$ cat src/design/hgen_pkg.sv
// hgen_pkg: shared types, widths, constants and trig tables of the helix tube
// vertex generator. No dependencies; imported by every design module.
package hgen_pkg;

  localparam int SEGMENTS_PER_COIL = 32;
  localparam int RING_SEGMENTS     = 16;
  localparam int MAX_COILS         = 16;

  localparam int RING_W     = 10;
  localparam int AROUND_W   = 5;
  localparam int COIL_W     = 5;
  localparam int POS_W      = 32;
  localparam int CORNER_W   = 14;
  localparam int RINGS_W    = 11;
  localparam int IDX_W      = 16;
  localparam int TRIG_W     = 18;
  localparam int HIDX_W     = $clog2(SEGMENTS_PER_COIL);
  localparam int TIDX_W     = $clog2(RING_SEGMENTS);
  localparam int RISE_W     = 44;
  localparam int SAT_W      = 42;
  localparam int RND_W      = 56;

  localparam int IN_DATA_W  = 16;
  localparam int OUT_DATA_W = 3 * POS_W + 4 * CORNER_W;
  localparam int OUT_USER_W = 2;
  localparam int CFG_IDX_W  = 3;
  localparam int CFG_DATA_W = 32;

  // pipeline: stage 1 decode, 4..8 divider, 9 output register
  localparam int NUM_STAGES  = 9;
  localparam int GEOM_STAGES = 8;
  localparam int ST_RISE     = 3;
  localparam int ST_DIV0     = 4;
  localparam int ST_ALIGN    = 8;
  localparam int DIV_STAGES  = ST_ALIGN - ST_DIV0 + 1;
  localparam int DIV_STEP    = 8;
  localparam int DIV_W       = DIV_STAGES * DIV_STEP;

  localparam logic signed [31:0] BOTTOM_RESET = 32'sd0;
  localparam logic signed [31:0] TOP_RESET    = 32'sd65536;
  localparam logic [COIL_W-1:0]  COIL_RESET   = 5'd1;
  localparam logic [30:0]        HELIX_RESET  = 31'd65536;
  localparam logic [30:0]        TUBE_RESET   = 31'd16384;

  typedef enum logic [CFG_IDX_W-1:0] {
    REG_BOTTOM  = 3'd0,
    REG_TOP     = 3'd1,
    REG_COILS   = 3'd2,
    REG_HELIX_R = 3'd3,
    REG_TUBE_R  = 3'd4
  } reg_idx_t;

  typedef struct packed {
    logic signed [31:0] bottom_height;
    logic signed [31:0] top_height;
    logic [COIL_W-1:0]  coil_count;
    logic [30:0]        helix_radius;
    logic [30:0]        tube_radius;
  } cfg_t;

  typedef struct packed {
    logic                range_error;
    logic                quad_valid;
    logic [CORNER_W-1:0] corner_a;
    logic [CORNER_W-1:0] corner_b;
    logic [CORNER_W-1:0] corner_c;
    logic [CORNER_W-1:0] corner_d;
  } meta_t;

  typedef logic signed [TRIG_W-1:0] trig_t;
  typedef trig_t [SEGMENTS_PER_COIL-1:0] helix_tab_t;
  typedef trig_t [RING_SEGMENTS-1:0]     tube_tab_t;

  localparam logic [63:0] SIN_A = 64'd1686629713;
  localparam logic [63:0] SIN_B = 64'd688904866;
  localparam logic [63:0] SIN_C = 64'd76016977;

  function automatic logic [63:0] quarter_sine(input logic [63:0] x);
    logic [63:0] x2;
    logic [63:0] v;
    logic [63:0] y;
    logic [63:0] r;
    x2 = (x * x) >> 16;
    v  = SIN_B - ((SIN_C * x2) >> 16);
    y  = SIN_A - ((v * x2) >> 16);
    r  = (y * x) >> 16;
    return (r + 64'd8192) >> 14;
  endfunction

  // phase: 2^18 per turn
  function automatic trig_t sine_phase(input logic [17:0] p);
    logic [63:0] x;
    logic [63:0] s;
    x = {48'd0, p[15:0]};
    s = p[16] ? quarter_sine(64'd65536 - x) : quarter_sine(x);
    return p[17] ? -TRIG_W'(s) : TRIG_W'(s);
  endfunction

  function automatic helix_tab_t helix_table(input logic want_cos);
    helix_tab_t tab;
    logic [17:0] p;
    for (int k = 0; k < SEGMENTS_PER_COIL; k++) begin
      p = 18'(((k % SEGMENTS_PER_COIL) << 18) / SEGMENTS_PER_COIL);
      if (want_cos) begin
        p = p + 18'd65536;
      end
      tab[k] = sine_phase(p);
    end
    return tab;
  endfunction

  function automatic tube_tab_t tube_table(input logic want_cos);
    tube_tab_t tab;
    logic [17:0] p;
    for (int k = 0; k < RING_SEGMENTS; k++) begin
      p = 18'(((k % RING_SEGMENTS) << 18) / RING_SEGMENTS);
      if (want_cos) begin
        p = p + 18'd65536;
      end
      tab[k] = sine_phase(p);
    end
    return tab;
  endfunction

  localparam helix_tab_t HELIX_COS = helix_table(1'b1);
  localparam helix_tab_t HELIX_SIN = helix_table(1'b0);
  localparam tube_tab_t  TUBE_COS  = tube_table(1'b1);
  localparam tube_tab_t  TUBE_SIN  = tube_table(1'b0);

  // >> 16, round to nearest, ties away from zero
  function automatic logic signed [RND_W-1:0] rnd16(input logic signed [RND_W-1:0] v);
    logic signed [RND_W-1:0] bias;
    bias = v[RND_W-1] ? RND_W'(32767) : RND_W'(32768);
    return (v + bias) >>> 16;
  endfunction

  function automatic logic signed [POS_W-1:0] sat32(input logic signed [SAT_W-1:0] v);
    if (v > SAT_W'(64'sd2147483647)) begin
      return 32'sh7FFFFFFF;
    end else if (v < SAT_W'(-64'sd2147483648)) begin
      return 32'sh80000000;
    end
    return v[POS_W-1:0];
  endfunction

endpackage

$ cat src/design/hgen_div.sv
// hgen_div: pipelined restoring divider by the coil count, DIV_STEP quotient
// bits per stage. Depends on hgen_pkg.
module hgen_div import hgen_pkg::*; (
  input  logic                  clk,
  input  logic [DIV_STAGES-1:0] en,
  input  logic [DIV_W-1:0]      dividend,
  input  logic [COIL_W-1:0]     divisor,
  output logic [DIV_W-1:0]      quotient
);

  logic [DIV_W-1:0]  acc_r [DIV_STAGES];
  logic [COIL_W-1:0] rem_r [DIV_STAGES-1];
  logic [COIL_W-1:0] dvs_r [DIV_STAGES-1];

  for (genvar s = 0; s < DIV_STAGES; s++) begin : g_stage
    logic [DIV_W-1:0]  acc_in;
    logic [COIL_W-1:0] rem_in;
    logic [COIL_W-1:0] dvs_in;
    logic [DIV_W-1:0]  acc_nxt;
    logic [COIL_W-1:0] rem_nxt;

    if (s == 0) begin : g_first
      assign acc_in = dividend;
      assign rem_in = '0;
      assign dvs_in = divisor;
    end else begin : g_next
      assign acc_in = acc_r[s-1];
      assign rem_in = rem_r[s-1];
      assign dvs_in = dvs_r[s-1];
    end

    always_comb begin
      logic [COIL_W:0] trial;
      acc_nxt = acc_in;
      rem_nxt = rem_in;
      for (int b = 0; b < DIV_STEP; b++) begin
        trial   = {rem_nxt, acc_nxt[DIV_W-1]};
        acc_nxt = {acc_nxt[DIV_W-2:0], 1'b0};
        if (trial >= {1'b0, dvs_in}) begin
          acc_nxt[0] = 1'b1;
          trial      = trial - {1'b0, dvs_in};
        end
        rem_nxt = trial[COIL_W-1:0];
      end
    end

    always_ff @(posedge clk) begin
      if (en[s]) begin
        acc_r[s] <= acc_nxt;
      end
    end

    if (s < DIV_STAGES - 1) begin : g_carry
      always_ff @(posedge clk) begin
        if (en[s]) begin
          rem_r[s] <= rem_nxt;
          dvs_r[s] <= dvs_in;
        end
      end
    end
  end

  assign quotient = acc_r[DIV_STAGES-1];

endmodule

$ cat config.mk
export PLATFORM = sky130hd
export DESIGN_NAME = hgen_div
export DESIGN_NICKNAME = d
export VERILOG_FILES = /design/src/design/hgen_pkg.sv /design/src/design/hgen_div.sv
export SDC_FILE = /design/constraint.sdc
export NUM_CORES = 1
export LEC_CHECK = 0
export ABC_CLOCK_PERIOD_IN_PS = 18050
export BUFFER_PORTS_ARGS = -buffer_cell sky130_fd_sc_hd__buf_2
export CORE_ASPECT_RATIO = 1.2
export CORE_MARGIN = 3
export CORE_UTILIZATION = 55
export DETAILED_ROUTE_END_ITERATION = 7
export PLACE_DENSITY = 0.7
export SYNTH_ARGS = -nofsm -noshare
export SYNTH_HDL_FRONTEND = slang
export SYNTH_SLANG_ARGS = --single-unit
export TNS_END_PERCENT = 30
$ cat constraint.sdc
create_clock -name clk -period 18.05 [get_ports clk]
set_clock_uncertainty 0.2 [all_clocks]
set_input_delay 3.61 -clock clk [delete_from_list [all_inputs] [get_ports clk]]
set_output_delay 3.61 -clock clk [all_outputs]
set_load 0.005 [all_outputs]
==> impl_metrics.py <==
metrics = {
    "grt": {
        "grt_pass1_vias": 12100,
        "met1_usage": 0.264,
        "met3_usage": 0.0235,
        "busiest_layer": "met2",
        "grt_max_degree": 51,
        "grt.met2_usage": 0.373,
        "gr-total-overflow": 0,
        "grt_pass1_wl_um": 58500,
        "antenna_found_initial": 1,
        "grt_util_all_layers": 0.208,
    },
    "floorplanning": {
        "pin_count": 91,
        "die_w_um": 169,
        "dieArea_um2": 34200,
        "initial_core_util": 0.560,
        "row_count": 71,
        "die_h_um": 202,
        "coreArea_um2": 31400,
    },
    "critical_path": {
        "crit_type": "flop to flop",
        "cp_slowest_stage_delay_ns": 0.74,
        "crit_arrival_ns": 16.88,
        "crit_path_start_kind": "flop",
        "end_kind": "flop",
        "critPathRequiredTime_ns": 18.15,
        "worstPathMaxFanout": 14,
        "crit_path_top_delay_cell": "edfxtp_1",
        "critPathMostFrequentCell": "inv_1",
        "rr_worst_depth": 69,
    },
    "cts": {
        "worstSkewPairLatency_ns": 0.54,
        "clk_pin_slew_ns": 0.06,
        "cts_buffers": 26,
        "cts_hold_buf": 0,
        "post_cts_buffers": 0,
        "htreeDepth": 1,
        "cts_tree": "built",
        "cts_root_buf": "clkbuf_16",
        "cts_resized": 0,
        "cts_buffer_depth": 3,
        "clock-sinks": 240,
    },
    "layout": {
        "final_cell_area_um2": 19100,
        "layout_commonest_cell": "edfxtp_1",
        "fin_util": 0.607,
        "drive_gt1_frac": 0.140,
        "syn_to_final_growth_pct": 8.34,
        "fin_nets": 1933,
        "diodes": 0,
        "final_cell_mix": "edfxtp_1, ha_1, inv_1",
    },
    "placement": {
        "io_buffers": 90,
        "hpwl_um": 26300,
        "gp_congestion": 0.867,
        "dpl_cell_area_um2": 18200,
    },
    "synthesis": {
        "ys.flop_type": "edfxtp_1",
        "synth_edf_count": 240,
        "yosys.cell_types.count": 92,
        "synth-async-reset-ratio": 0,
        "synthesis.area_um2": 17600,
        "synthCells": 1578,
        "synth_seq_cells": 240,
        "syn-num-nets": 1864,
        "yosysWarnings": 0,
        "ys_seq_area_frac": 0.409,
        "avgSynthCellArea_um2": 11.2,
    },
    "route": {
        "dr.pass1.iters": 4,
        "num_vias": 11800,
        "routed_wirelength_um": 35600,
        "drt-initial-drc-count": 613,
        "viasPerCell": 5.69,
        "drc": 0,
        "drt-wirelength-per-cell_um": 17.2,
        "postRouteAntennaNets": 0,
    },
    "timing": {
        "rsz0062_at_grt": "true",
        "setup_viol": 0,
        "relSlewSlack": 0.410,
        "period_needed_ns": 16.79,
        "fmax_mhz": 59.6,
        "final_max_slew_viol_count": 0,
        "final.period_utilization": 0.930,
        "worst_pin_slew_ns": 0.881,
        "whs_ns": 0.214,
        "hold_viol_final": 0,
    },
    "run_status": {
        "status": "finished, final reports clean",
    },
    "worst_hold_path": {
        "hold_path.class": "flop to flop",
        "hold_depth": 0,
    },
    "run": {
        "cap_violations": 0,
    },
}
state kept, by name, indices dropped and copies added (netlist names):
name / flops
acc_r: 200
rem_r: 20
dvs_r: 20
routing by layer:
metal | wire [um] | vias to the layer above | share of wire
met2 | 17900 | 203 | 0.50
met1 | 15500 | 5622 | 0.44
met4 | 932 | 2 | 0.026
met5 | 11 | - | 0.00031
met3 | 1290 | 70 | 0.036
li1 | - | 5875 | -
kinds of logic after synthesis:
kind of cell / share of synthesized area
AND/OR/NAND/NOR: 0.0901
adder cells (fa/ha/maj): 0.183
flip-flops: 0.409
multiplexers: 0.0604
XOR/XNOR: 0.0482
AO/OA/AOI/OAI: 0.146
buffers and inverters: 0.0626
cells in the mapped netlist (34+ instances only):
master / number / area share
a21o_1: 57 / 0.024
a21oi_1: 98 / 0.028
buf_4: 44 / 0.019
edfxtp_1: 240 / 0.41
fa_1: 38 / 0.043
ha_1: 197 / 0.14
inv_1: 180 / 0.038
mux2_2: 34 / 0.022
mux2i_1: 49 / 0.028
nand2_1: 82 / 0.017
nor2_1: 53 / 0.011
o21ai_0: 71 / 0.020
xnor2_1: 58 / 0.029
xor2_1: 39 / 0.019
worst max-delay path, delay by kind of cell (launching register included):
family / cells / cell delay [ns]
compound gates: 30 / 6.13
simple gates: 17 / 3.27
fa+ha+maj: 8 / 3.00
mux: 5 / 1.90
buf+inv: 9 / 1.31
flops: 1 / 0.74
cell type report:
type,count,area [um2]
well taps,401,502
inverters,182,683
clock buffers,30,687
fillers,2611,12400
repair buffers,97,503
multi-input cells,1100,9310
clock inverters,18,188
flip-flops and latches,240,7210
per-stage QoR:
step                instances  TNS, ns  worst slack (ns)
floorplan                1578        0              2.86
global placement         2020        0              1.31
detailed placement       2020        0             0.956
CTS                      2068        0              1.24
global route             2068   -0.425            -0.116
finish                   2068        0              1.26
path summary, 6_finish.rpt:
check | from | endpoint | slack, ns
max | dvs_r[1][1] | rem_r[2][4] | 1.26
min | acc_r[0][100] | acc_r[0][148] | 0.21
max reg2reg | dvs_r[1][1] | rem_r[2][4] | 1.26
min reg2reg | acc_r[0][100] | acc_r[0][148] | 0.21
Power is left out: the tool's default activity adds up to more than one toggle a clock period on the data nets, which glitch-free logic cannot reach.
