### src/design/hgen_pkg.sv
// hgen_pkg: shared types, widths, constants and trig tables of the helix tube
// vertex generator. No dependencies; imported by every design module.
package hgen_pkg;

  localparam int SEGMENTS_PER_COIL = 32;
  localparam int RING_SEGMENTS     = 16;
  localparam int MAX_COILS         = 16;

  localparam int RING_W     = 10;
  localparam int AROUND_W   = 5;
  localparam int COIL_W     = 5;
  localparam int POS_W      = 32;
  localparam int CORNER_W   = 14;
  localparam int RINGS_W    = 11;
  localparam int IDX_W      = 16;
  localparam int TRIG_W     = 18;
  localparam int HIDX_W     = $clog2(SEGMENTS_PER_COIL);
  localparam int TIDX_W     = $clog2(RING_SEGMENTS);
  localparam int RISE_W     = 44;
  localparam int SAT_W      = 42;
  localparam int RND_W      = 56;

  localparam int IN_DATA_W  = 16;
  localparam int OUT_DATA_W = 3 * POS_W + 4 * CORNER_W;
  localparam int OUT_USER_W = 2;
  localparam int CFG_IDX_W  = 3;
  localparam int CFG_DATA_W = 32;

  // pipeline: stage 1 decode, 4..8 divider, 9 output register
  localparam int NUM_STAGES  = 9;
  localparam int GEOM_STAGES = 8;
  localparam int ST_RISE     = 3;
  localparam int ST_DIV0     = 4;
  localparam int ST_ALIGN    = 8;
  localparam int DIV_STAGES  = ST_ALIGN - ST_DIV0 + 1;
  localparam int DIV_STEP    = 8;
  localparam int DIV_W       = DIV_STAGES * DIV_STEP;

  localparam logic signed [31:0] BOTTOM_RESET = 32'sd0;
  localparam logic signed [31:0] TOP_RESET    = 32'sd65536;
  localparam logic [COIL_W-1:0]  COIL_RESET   = 5'd1;
  localparam logic [30:0]        HELIX_RESET  = 31'd65536;
  localparam logic [30:0]        TUBE_RESET   = 31'd16384;

  typedef enum logic [CFG_IDX_W-1:0] {
    REG_BOTTOM  = 3'd0,
    REG_TOP     = 3'd1,
    REG_COILS   = 3'd2,
    REG_HELIX_R = 3'd3,
    REG_TUBE_R  = 3'd4
  } reg_idx_t;

  typedef struct packed {
    logic signed [31:0] bottom_height;
    logic signed [31:0] top_height;
    logic [COIL_W-1:0]  coil_count;
    logic [30:0]        helix_radius;
    logic [30:0]        tube_radius;
  } cfg_t;

  typedef struct packed {
    logic                range_error;
    logic                quad_valid;
    logic [CORNER_W-1:0] corner_a;
    logic [CORNER_W-1:0] corner_b;
    logic [CORNER_W-1:0] corner_c;
    logic [CORNER_W-1:0] corner_d;
  } meta_t;

  typedef logic signed [TRIG_W-1:0] trig_t;
  typedef trig_t [SEGMENTS_PER_COIL-1:0] helix_tab_t;
  typedef trig_t [RING_SEGMENTS-1:0]     tube_tab_t;

  localparam logic [63:0] SIN_A = 64'd1686629713;
  localparam logic [63:0] SIN_B = 64'd688904866;
  localparam logic [63:0] SIN_C = 64'd76016977;

  function automatic logic [63:0] quarter_sine(input logic [63:0] x);
    logic [63:0] x2;
    logic [63:0] v;
    logic [63:0] y;
    logic [63:0] r;
    x2 = (x * x) >> 16;
    v  = SIN_B - ((SIN_C * x2) >> 16);
    y  = SIN_A - ((v * x2) >> 16);
    r  = (y * x) >> 16;
    return (r + 64'd8192) >> 14;
  endfunction

  // phase: 2^18 per turn
  function automatic trig_t sine_phase(input logic [17:0] p);
    logic [63:0] x;
    logic [63:0] s;
    x = {48'd0, p[15:0]};
    s = p[16] ? quarter_sine(64'd65536 - x) : quarter_sine(x);
    return p[17] ? -TRIG_W'(s) : TRIG_W'(s);
  endfunction

  function automatic helix_tab_t helix_table(input logic want_cos);
    helix_tab_t tab;
    logic [17:0] p;
    for (int k = 0; k < SEGMENTS_PER_COIL; k++) begin
      p = 18'(((k % SEGMENTS_PER_COIL) << 18) / SEGMENTS_PER_COIL);
      if (want_cos) begin
        p = p + 18'd65536;
      end
      tab[k] = sine_phase(p);
    end
    return tab;
  endfunction

  function automatic tube_tab_t tube_table(input logic want_cos);
    tube_tab_t tab;
    logic [17:0] p;
    for (int k = 0; k < RING_SEGMENTS; k++) begin
      p = 18'(((k % RING_SEGMENTS) << 18) / RING_SEGMENTS);
      if (want_cos) begin
        p = p + 18'd65536;
      end
      tab[k] = sine_phase(p);
    end
    return tab;
  endfunction

  localparam helix_tab_t HELIX_COS = helix_table(1'b1);
  localparam helix_tab_t HELIX_SIN = helix_table(1'b0);
  localparam tube_tab_t  TUBE_COS  = tube_table(1'b1);
  localparam tube_tab_t  TUBE_SIN  = tube_table(1'b0);

  // >> 16, round to nearest, ties away from zero
  function automatic logic signed [RND_W-1:0] rnd16(input logic signed [RND_W-1:0] v);
    logic signed [RND_W-1:0] bias;
    bias = v[RND_W-1] ? RND_W'(32767) : RND_W'(32768);
    return (v + bias) >>> 16;
  endfunction

  function automatic logic signed [POS_W-1:0] sat32(input logic signed [SAT_W-1:0] v);
    if (v > SAT_W'(64'sd2147483647)) begin
      return 32'sh7FFFFFFF;
    end else if (v < SAT_W'(-64'sd2147483648)) begin
      return 32'sh80000000;
    end
    return v[POS_W-1:0];
  endfunction

endpackage

### src/design/hgen_regs.sv
// hgen_regs: configuration register file written through the cfg channel.
// Depends on hgen_pkg.
module hgen_regs import hgen_pkg::*; (
  input  logic                  clk,
  input  logic                  rst_n,
  input  logic                  cfg_valid,
  output logic                  cfg_ready,
  input  logic [CFG_IDX_W-1:0]  cfg_index,
  input  logic [CFG_DATA_W-1:0] cfg_data,
  output cfg_t                  cfg
);

  cfg_t cfg_r;

  assign cfg_ready = 1'b1;
  assign cfg       = cfg_r;

  always_ff @(posedge clk) begin
    if (!rst_n) begin
      cfg_r.bottom_height <= BOTTOM_RESET;
      cfg_r.top_height    <= TOP_RESET;
      cfg_r.coil_count    <= COIL_RESET;
      cfg_r.helix_radius  <= HELIX_RESET;
      cfg_r.tube_radius   <= TUBE_RESET;
    end else if (cfg_valid && cfg_ready) begin
      unique case (cfg_index)
        REG_BOTTOM:  cfg_r.bottom_height <= cfg_data;
        REG_TOP:     cfg_r.top_height    <= cfg_data;
        REG_COILS:   cfg_r.coil_count    <= cfg_data[COIL_W-1:0];
        REG_HELIX_R: cfg_r.helix_radius  <= cfg_data[30:0];
        REG_TUBE_R:  cfg_r.tube_radius   <= cfg_data[30:0];
        default: ;
      endcase
    end
  end

endmodule

### config.mk
export PLATFORM = sky130hd
export DESIGN_NAME = hgen_regs
export DESIGN_NICKNAME = d
export VERILOG_FILES = /design/src/design/hgen_pkg.sv /design/src/design/hgen_regs.sv
export SDC_FILE = /design/constraint.sdc
export NUM_CORES = 1
export LEC_CHECK = 0
export BUFFER_PORTS_ARGS = -buffer_cell sky130_fd_sc_hd__buf_2
export CAP_MARGIN = 20
export CELL_PAD_IN_SITES_DETAIL_PLACEMENT = 0
export CELL_PAD_IN_SITES_GLOBAL_PLACEMENT = 1
export CORE_MARGIN = 2
export CORE_UTILIZATION = 37
export CTS_CLUSTER_DIAMETER = 60
export CTS_CLUSTER_SIZE = 16
export DETAILED_ROUTE_END_ITERATION = 8
export GPL_TIMING_DRIVEN = 0
export MAX_ROUTING_LAYER = met4
export PLACE_DENSITY_LB_ADDON = 0.2
export REMOVE_ABC_BUFFERS = 1
export SETUP_SLACK_MARGIN = 0.05
export SLEW_MARGIN = 0
export SYNTH_ARGS = -nofsm -noshare
export SYNTH_HDL_FRONTEND = slang
export SYNTH_SLANG_ARGS = --single-unit
### constraint.sdc
create_clock -name clk -period 1.28 [get_ports clk]
set_input_delay 0.128 -clock clk [delete_from_list [all_inputs] [get_ports clk]]
set_output_delay 0.128 -clock clk [all_outputs]
set_load 0.02 [all_outputs]
==> results list, run 1 <==
* Via count of the first global-routing pass: 3817
- VDD sags by at most 680 uV.
- Number of inserted filler cells in the final layout: 1207
- Synthesis-to-finish area growth: 36.4%
* Result of the run: completed
- Distinct cell type count of the synthesized netlist: 13
- Initial Util: 38.1%
- First-iteration detailed-routing DRC count: 240
* CTS HTree Levels: 4
- Cell-by-cell trace of the critical path: buf_2
- Instance count after placement with tap cells included: 783
* Final Setup Violations: 0
* First element of the critical path: cfg[106]
* Sink Count: 131
- For this run, the top clock speed supported by timing is 953 MHz.
- CTS placed an instance of sky130_fd_sc_hd__clkbuf_16 at the clock tree root.
- Die width: 118 um
- Global-route wire length before repair: 19500 um
- Vias per Instance: 4.61
- Count of vias placed by the detailed router: 3798
- For this run, the number of standard cells in the final layout without fillers is 824.
- Overall global routing resource usage: 18.1%
- In the routed design, unresolved DRC markers number 0.
- Core Region: 0.0127 mm2
- Antenna fix cells: 0
- Global routing finished with a remaining overflow of 0.
- Yosys top cell by area: sky130_fd_sc_hd__dfxtp_1
* Buffer depth of the longest clock path: 2
- In this run the core area contains 41 standard-cell rows.
- Summing every instance area after synthesis gives 0.00483 mm2.
- Register clock-pin slew on the reported worst setup and hold paths: 50 ps
* Flop and latch count out of synthesis: 131
- For this block, the routed nets add up to 12100 um of wire.
- Top delay family on crit path: flip-flops
* CTS tree: built
* Maximum clock skew at final layout: 0 ps
- Post-CTS sizing: 0
- Yosys attributes the largest share of cell area to sky130_fd_sc_hd__dfxtp_1 (54%), sky130_fd_sc_hd__mux2i_1 (27%), sky130_fd_sc_hd__nand2_1 (12%), sky130_fd_sc_hd__buf_4 (1.1%), sky130_fd_sc_hd__clkbuf_1 (1.1%).
- Clock latency reported for the late side of the worst-skew pair: 400 ps
- On the critical path, the stage with the largest delay is an instance of sky130_fd_sc_hd__dfxtp_1.
- The congestion estimate from routability-driven global placement came to 0.710.
- Of the synthesized area, sequential elements account for 54.3%.
- During I/O placement, the number of pins put on the boundary was 170.
* Post-route met1 wirelength: 5780 um
- Setup repair after global routing left no endpoint under its margin.
* Static leakage: 3.55 nW
- Worst path max stage delay: 340 ps
- Detailed routing placed a total of 652 um of wire on met3.
* Uppermost layer routed: met4
* Maximum number of pins on one net before global-route repair: 113
- Once placement finished, the instance area stood at 0.00589 mm2.
- The critical path is of the flip-flop to output port type.
- Leaving out fill and tap cells, the most frequent cell in the layout is sky130_fd_sc_hd__buf_2.
- Summed over its instances, the top area cell type makes up 54.3% of the synthesized netlist area.
* Clock period minus worst slack: 1050 ps
- STA classifies the critical path startpoint as a flip-flop.
* Worst endpoint required time: 1150 ps
- The final layout contains 677 nets.
- The Yosys step of the flow raised 0 warnings.
- Finished layout cell area: 0.00659 mm2
- The register with the most flip-flops in the layout has 131 of them.
* MaxCap Viol Count: 0
- Maximum fanout along the worst path: 2
* Total negative setup slack: 0 ps
- For the worst setup path, the data arrival time is 920 ps.
- DRT antenna net count: 0
* Max-slew violation count: 0
* Endpoints failing hold: 0
- In this run, CTS created clock tree buffers numbering 17.
* Leading cell types in the layout, fill and taps excluded: sky130_fd_sc_hd__buf_2 (167), sky130_fd_sc_hd__nand2_1 (159), sky130_fd_sc_hd__mux2i_1 (131), sky130_fd_sc_hd__dfxtp_1 (131), sky130_fd_sc_hd__clkbuf_16 (17)
* Placed wire-length estimate after detailed placement: 8280 um
- Critical path capture point type: output port
- Worst Path Buf+Inv: 1
- The worst hold path belongs to the class primary input to flip-flop.
- Number of detailed-routing iterations run before antenna repair: 4
- Synthesis produced a netlist whose cell count is 468.
- The post-route netlist has 33.3% of its cells at a drive strength greater than 1.
- Initial antenna violation count: 0
- Power density over the cells: 1500 mW/mm2
* Synthesized area per cell: 10.3 um2
- Die area: 0.0140 mm2
* Startpoint of the worst register-to-register path: cfg[0]
- Input and output buffers added on the ports amount to 168.
- Final worst-path cycle share: 82.0%
- Average wire length per cell after detail routing: 14.7 um
* Die height: 118 um
- Worst hold start: cfg_data[0]
- Met2 routed wirelength: 5550 um
* Layout Utilization: 52.0%
[kinds of logic after synthesis]
logic type / after synthesis / synth area share, %
other: 1 / 0.0776
buffers and inverters: 34 / 3.86
and+or+nand+nor: 171 / 14.6
muxes: 131 / 27.1
DFF: 131 / 54.3
[layer usage]
layer / vias up / GRT usage (%)
li1: 1883 / -
met1: 1794 / 23.0
met2: 111 / 28.1
met3: 10 / 5.26
met4: 0 / 5.27
met5: - / -
[timing repair]
item | in CTS | in global routing
hold buffers | 3 | 0
setup buffers | 6 | 0
endpoints found under the hold margin | 5 | 0
setup endpoints to repair | 18 | 0
[cells in the mapped netlist]
cell	count
sky130_fd_sc_hd__clkbuf_1	14
sky130_fd_sc_hd__conb_1	1
sky130_fd_sc_hd__buf_4	7
sky130_fd_sc_hd__nand4bb_1	3
sky130_fd_sc_hd__nor2b_1	7
sky130_fd_sc_hd__buf_6	3
sky130_fd_sc_hd__dfxtp_1	131
sky130_fd_sc_hd__buf_1	2
sky130_fd_sc_hd__nand2_1	159
sky130_fd_sc_hd__buf_2	8
sky130_fd_sc_hd__nor4b_4	1
sky130_fd_sc_hd__mux2i_1	131
sky130_fd_sc_hd__nand4b_1	1
[report_power, final]
| part | total [W] | switching, W | internal (W) |
|---|---|---|---|
| Sequential | 0.00421 | 0.0000422 | 0.00417 |
| Combinational | 0.000664 | 0.000415 | 0.000249 |
| Clock | 0.00501 | 0.00170 | 0.00331 |
[cell type report]
| class | count | area, um2 | area share, % |
|---|---|---|---|
| well taps | 172 | 215 | 3.27 |
| flip-flops and latches | 131 | 2620 | 39.8 |
| multi-input cells | 303 | 2050 | 31.2 |
| repair buffers | 186 | 1070 | 16.3 |
| clock inverters | 9 | 125 | 1.90 |
| clock buffers | 23 | 498 | 7.56 |
[per-stage QoR]
step / hold slack, ps / total power [W] / setup slack, ps
after CTS: 4.39 / 0.0100 / 216
after global routing: 35.1 / 0.0103 / 181
final: 20.2 / 0.00989 / 231
after global placement: 393 / 0.00492 / -2050
after detailed placement: 405 / 0.00496 / -519
after floorplan: 276 / 0.00464 / -809
[final timing paths]
check	endpoint	depth (start not counted)	slack [ps]
min reg2reg	cfg[105]	2	450
max reg2reg	cfg[0]	2	650
min	cfg[62]	3	20
max	cfg[106]	1	230
Power figures use the tool's default switching activity.
==> inputs of run 2 (changes only) <==
CORE_UTILIZATION = 33   (was 37)
clock period = 0.9 ns   (was 1.28 ns; I/O delays follow)
==> results list, run 2 (synthesis gave the netlist of run 1 again) <==
- The maximum level of the CTS H-tree is 4 (unchanged).
* Critical path capture point type: output port
* Crit Reg-Reg Endpoint: cfg[102]
- The sum of net half-perimeters after detailed placement came to 8240 um (-0.46%).
- The number of placed instances, taps included is 796 (+1.7%).
* IR Drop Worst-Case VDD: 1230 uV (+81%)
* Reg2reg setup slack: 80 ps (-570 ps)
- Synthesis-to-finish area growth: 70.0%
- CTS tree: built
* Final cell count without fillers: 899 (+9.1%)
* Startpoint of the worst register-to-register path: cfg[102]
- The instance area after placement was 0.00592 mm2 (+0.51%).
- Clock buffers created by TritonCTS: 17 (unchanged)
- Leaving out fill and tap cells, the most frequent cell in the layout is sky130_fd_sc_hd__nand2_1.
* Final worst-path cycle share: 107%
* Buffer depth of the longest clock path: 2 (unchanged)
- The final worst clock skew is 0 ps (unchanged).
- The largest net degree at the start of global routing is 91 (-19%).
* Sink Count: 131 (unchanged)
- Overall global routing resource usage: 17.2% (-0.93 points)
- Clock latency reported for the late side of the worst-skew pair: 410 ps (about the same)
- CP arrival: 870 ps (-50 ps)
- Walking the worst path, the cells encountered are buf_6.
- First element of the critical path: cfg[108]
- The violation count after the first detailed-route iteration was 130 (-46%).
* Maximum clock frequency: 1040 MHz
- Clock period minus worst slack: 962 ps
- The hold violation count in the final report is 0 (unchanged).
* Placer congestion estimate: 0.698 (-1.6%)
- Clock tree synthesis selected as its root buffer the cell sky130_fd_sc_hd__clkbuf_16.
- The post-route cell area was 0.00821 mm2 (+25%).
- Initial Util: 33.5% (-4.6 points)
* Power density over the cells: 1810 mW/mm2 (+21%)
- The wire length per cell is 15.1 um (+2.7%).
* Die height: 125 um (+5.7%)
- Die area: 0.0156 mm2 (+12%)
* MaxCap Viol Count: 0 (unchanged)
- I/O pin count: 170 (unchanged)
- The number of iterations in the first detailed-routing pass is 4 (unchanged).
- The remaining antenna violation count after routing came to 0 (unchanged).
- The initial antenna violation count was 1 (+1).
- IO Port Bufs: 168 (unchanged)
- Among all stages on the critical path, the largest delay is contributed by sky130_fd_sc_hd__dfxtp_2.
- Hold Crit Endpoint: cfg[61]
- Type of the worst setup path: flip-flop to output port
* Global-route wire length before repair: 20800 um (+6.2%)
- The tightest hold margin came to 21.8 ps (+1.65 ps).
* Worst endpoint required time: 810 ps (-340 ps)
- The highest net fanout along the worst path was 2 (unchanged).
* Die width: 125 um (+5.7%)
- Worst hold start: cfg_data[30]
- The ratio of routed vias to standard cells came to 4.52 (-1.9%).
- Setup repair after global routing missed its margin: yes
- DRT Wirelength: 13600 um (+12%)
* Count of vias placed by the detailed router: 4064 (+7.0%)
- Static leakage: 4.06 nW (+14%)
- Via count of the first global-routing pass: 3972 (+4.1%)
- The number of nets in the layout came to 739 (+9.2%).
* Worst reg2reg path depth: 4 (+2)
- The smallest setup slack after layout is -61.9 ps (-293 ps).
- Result of the run: finished with violations
- The fraction of layout cells with a size suffix above 1 was 54.6% (+21 points).
- Type of element launching the critical path: flip-flop
- Worst Path Buf+Inv: 1 (unchanged)
* Number of inserted filler cells in the final layout: 1222 (+1.2%)
- Violated checks: setup timing
- The path class of the tightest hold or removal check is primary input to flip-flop.
* Max-slew violation count: 0 (unchanged)
* GRT overflow: 0 (unchanged)
- Number of flip-flops under the largest register name: 131 (unchanged)
* Worst hold path stage count: 3 (unchanged)
* Leading cell types in the layout, fill and taps excluded: sky130_fd_sc_hd__nand2_1 (159), sky130_fd_sc_hd__buf_6 (132), sky130_fd_sc_hd__mux2i_1 (131), sky130_fd_sc_hd__dfxtp_2 (131), sky130_fd_sc_hd__buf_4 (48)
- The count of endpoints failing setup in the final report was 131 (+131).
* Worst path max stage delay: 340 ps (about the same)
- Floorplan row count: 44 (+7.3%)
* Count of unresolved DRC violations after routing: 0 (unchanged)
- The core region area is 0.0144 mm2 (+14%).
- Register clock-pin slew on the reported worst setup and hold paths: 60 ps (about the same)
* Top delay family on crit path: flip-flops
-- run 2: cell count changes in the layout (fill, tap and decap cells not counted), moves of 2 or more --
| cell | delta |
|---|---|
| sky130_fd_sc_hd__buf_2 | -134 |
| sky130_fd_sc_hd__dfxtp_1 | -131 |
| sky130_fd_sc_hd__dfxtp_2 | +131 |
| sky130_fd_sc_hd__buf_6 | +129 |
| sky130_fd_sc_hd__buf_4 | +42 |
| sky130_fd_sc_hd__dlygate4sd3_1 | +18 |
| sky130_fd_sc_hd__buf_12 | +4 |
| sky130_fd_sc_hd__bufinv_16 | +2 |
| sky130_fd_sc_hd__clkbuf_1 | +2 |
| sky130_fd_sc_hd__clkbuf_16 | +2 |
| sky130_fd_sc_hd__clkbuf_8 | -2 |
| sky130_fd_sc_hd__clkinv_2 | -2 |
-- run 2: worst max-delay path by stage --
stage                    end  depth (start not counted)
floorplan            cfg[67]                          2
global placement     cfg[92]                          3
detailed placement  cfg[126]                          5
CTS                  cfg[49]                          1
global route         cfg[96]                          1
finish              cfg[108]                          1
-- run 2: area by class of cell --
class	count	area, um2	area share, %
Antenna cell	1	2.50	0.0305
Multi-Input combinational cell	303	2050	25.0
Clock inverter	9	175	2.13
Clock buffer	23	478	5.82
Sequential cell	131	2790	33.9
Timing Repair Buffer	248	2490	30.3
Tap cell	184	230	2.80
-- run 2: stage by stage --
stage	setup TNS (ps)	total power [W]	worst slack, ps	utilization (%)
finish	-5800	0.0149	-61.9	56.9
floorplan	-139820	0.00659	-1150	-
global route	-10450	0.0154	-97.4	56.9
global placement	-308590	0.00701	-2610	39.6
CTS	-8780	0.0150	-82.9	54.6
detailed placement	-56940	0.00705	-685	41.0
-- run 2: where the power goes --
part | switching, W | internal (W)
Combinational | 0.000634 | 0.000631
Clock | 0.00246 | 0.00513
Sequential | 0.0000900 | 0.00596
-- run 2: per-layer routing --
metal	vias to the layer above	wire length, um	global-route usage [%]
met1	1907	6350	21.7
met3	19	778	4.96
met2	132	6170	25.9
met5	-	0	-
li1	2006	-	-
met4	0	257	7.25
-- run 2: repair_timing --
item	CTS	global route
gates cloned	0	2
hold endpoints to repair	60	0
buffers inserted	12	35
pin swaps	1	2
setup endpoints to repair	215	190
resized for setup	397	9
hold buffers	21	0
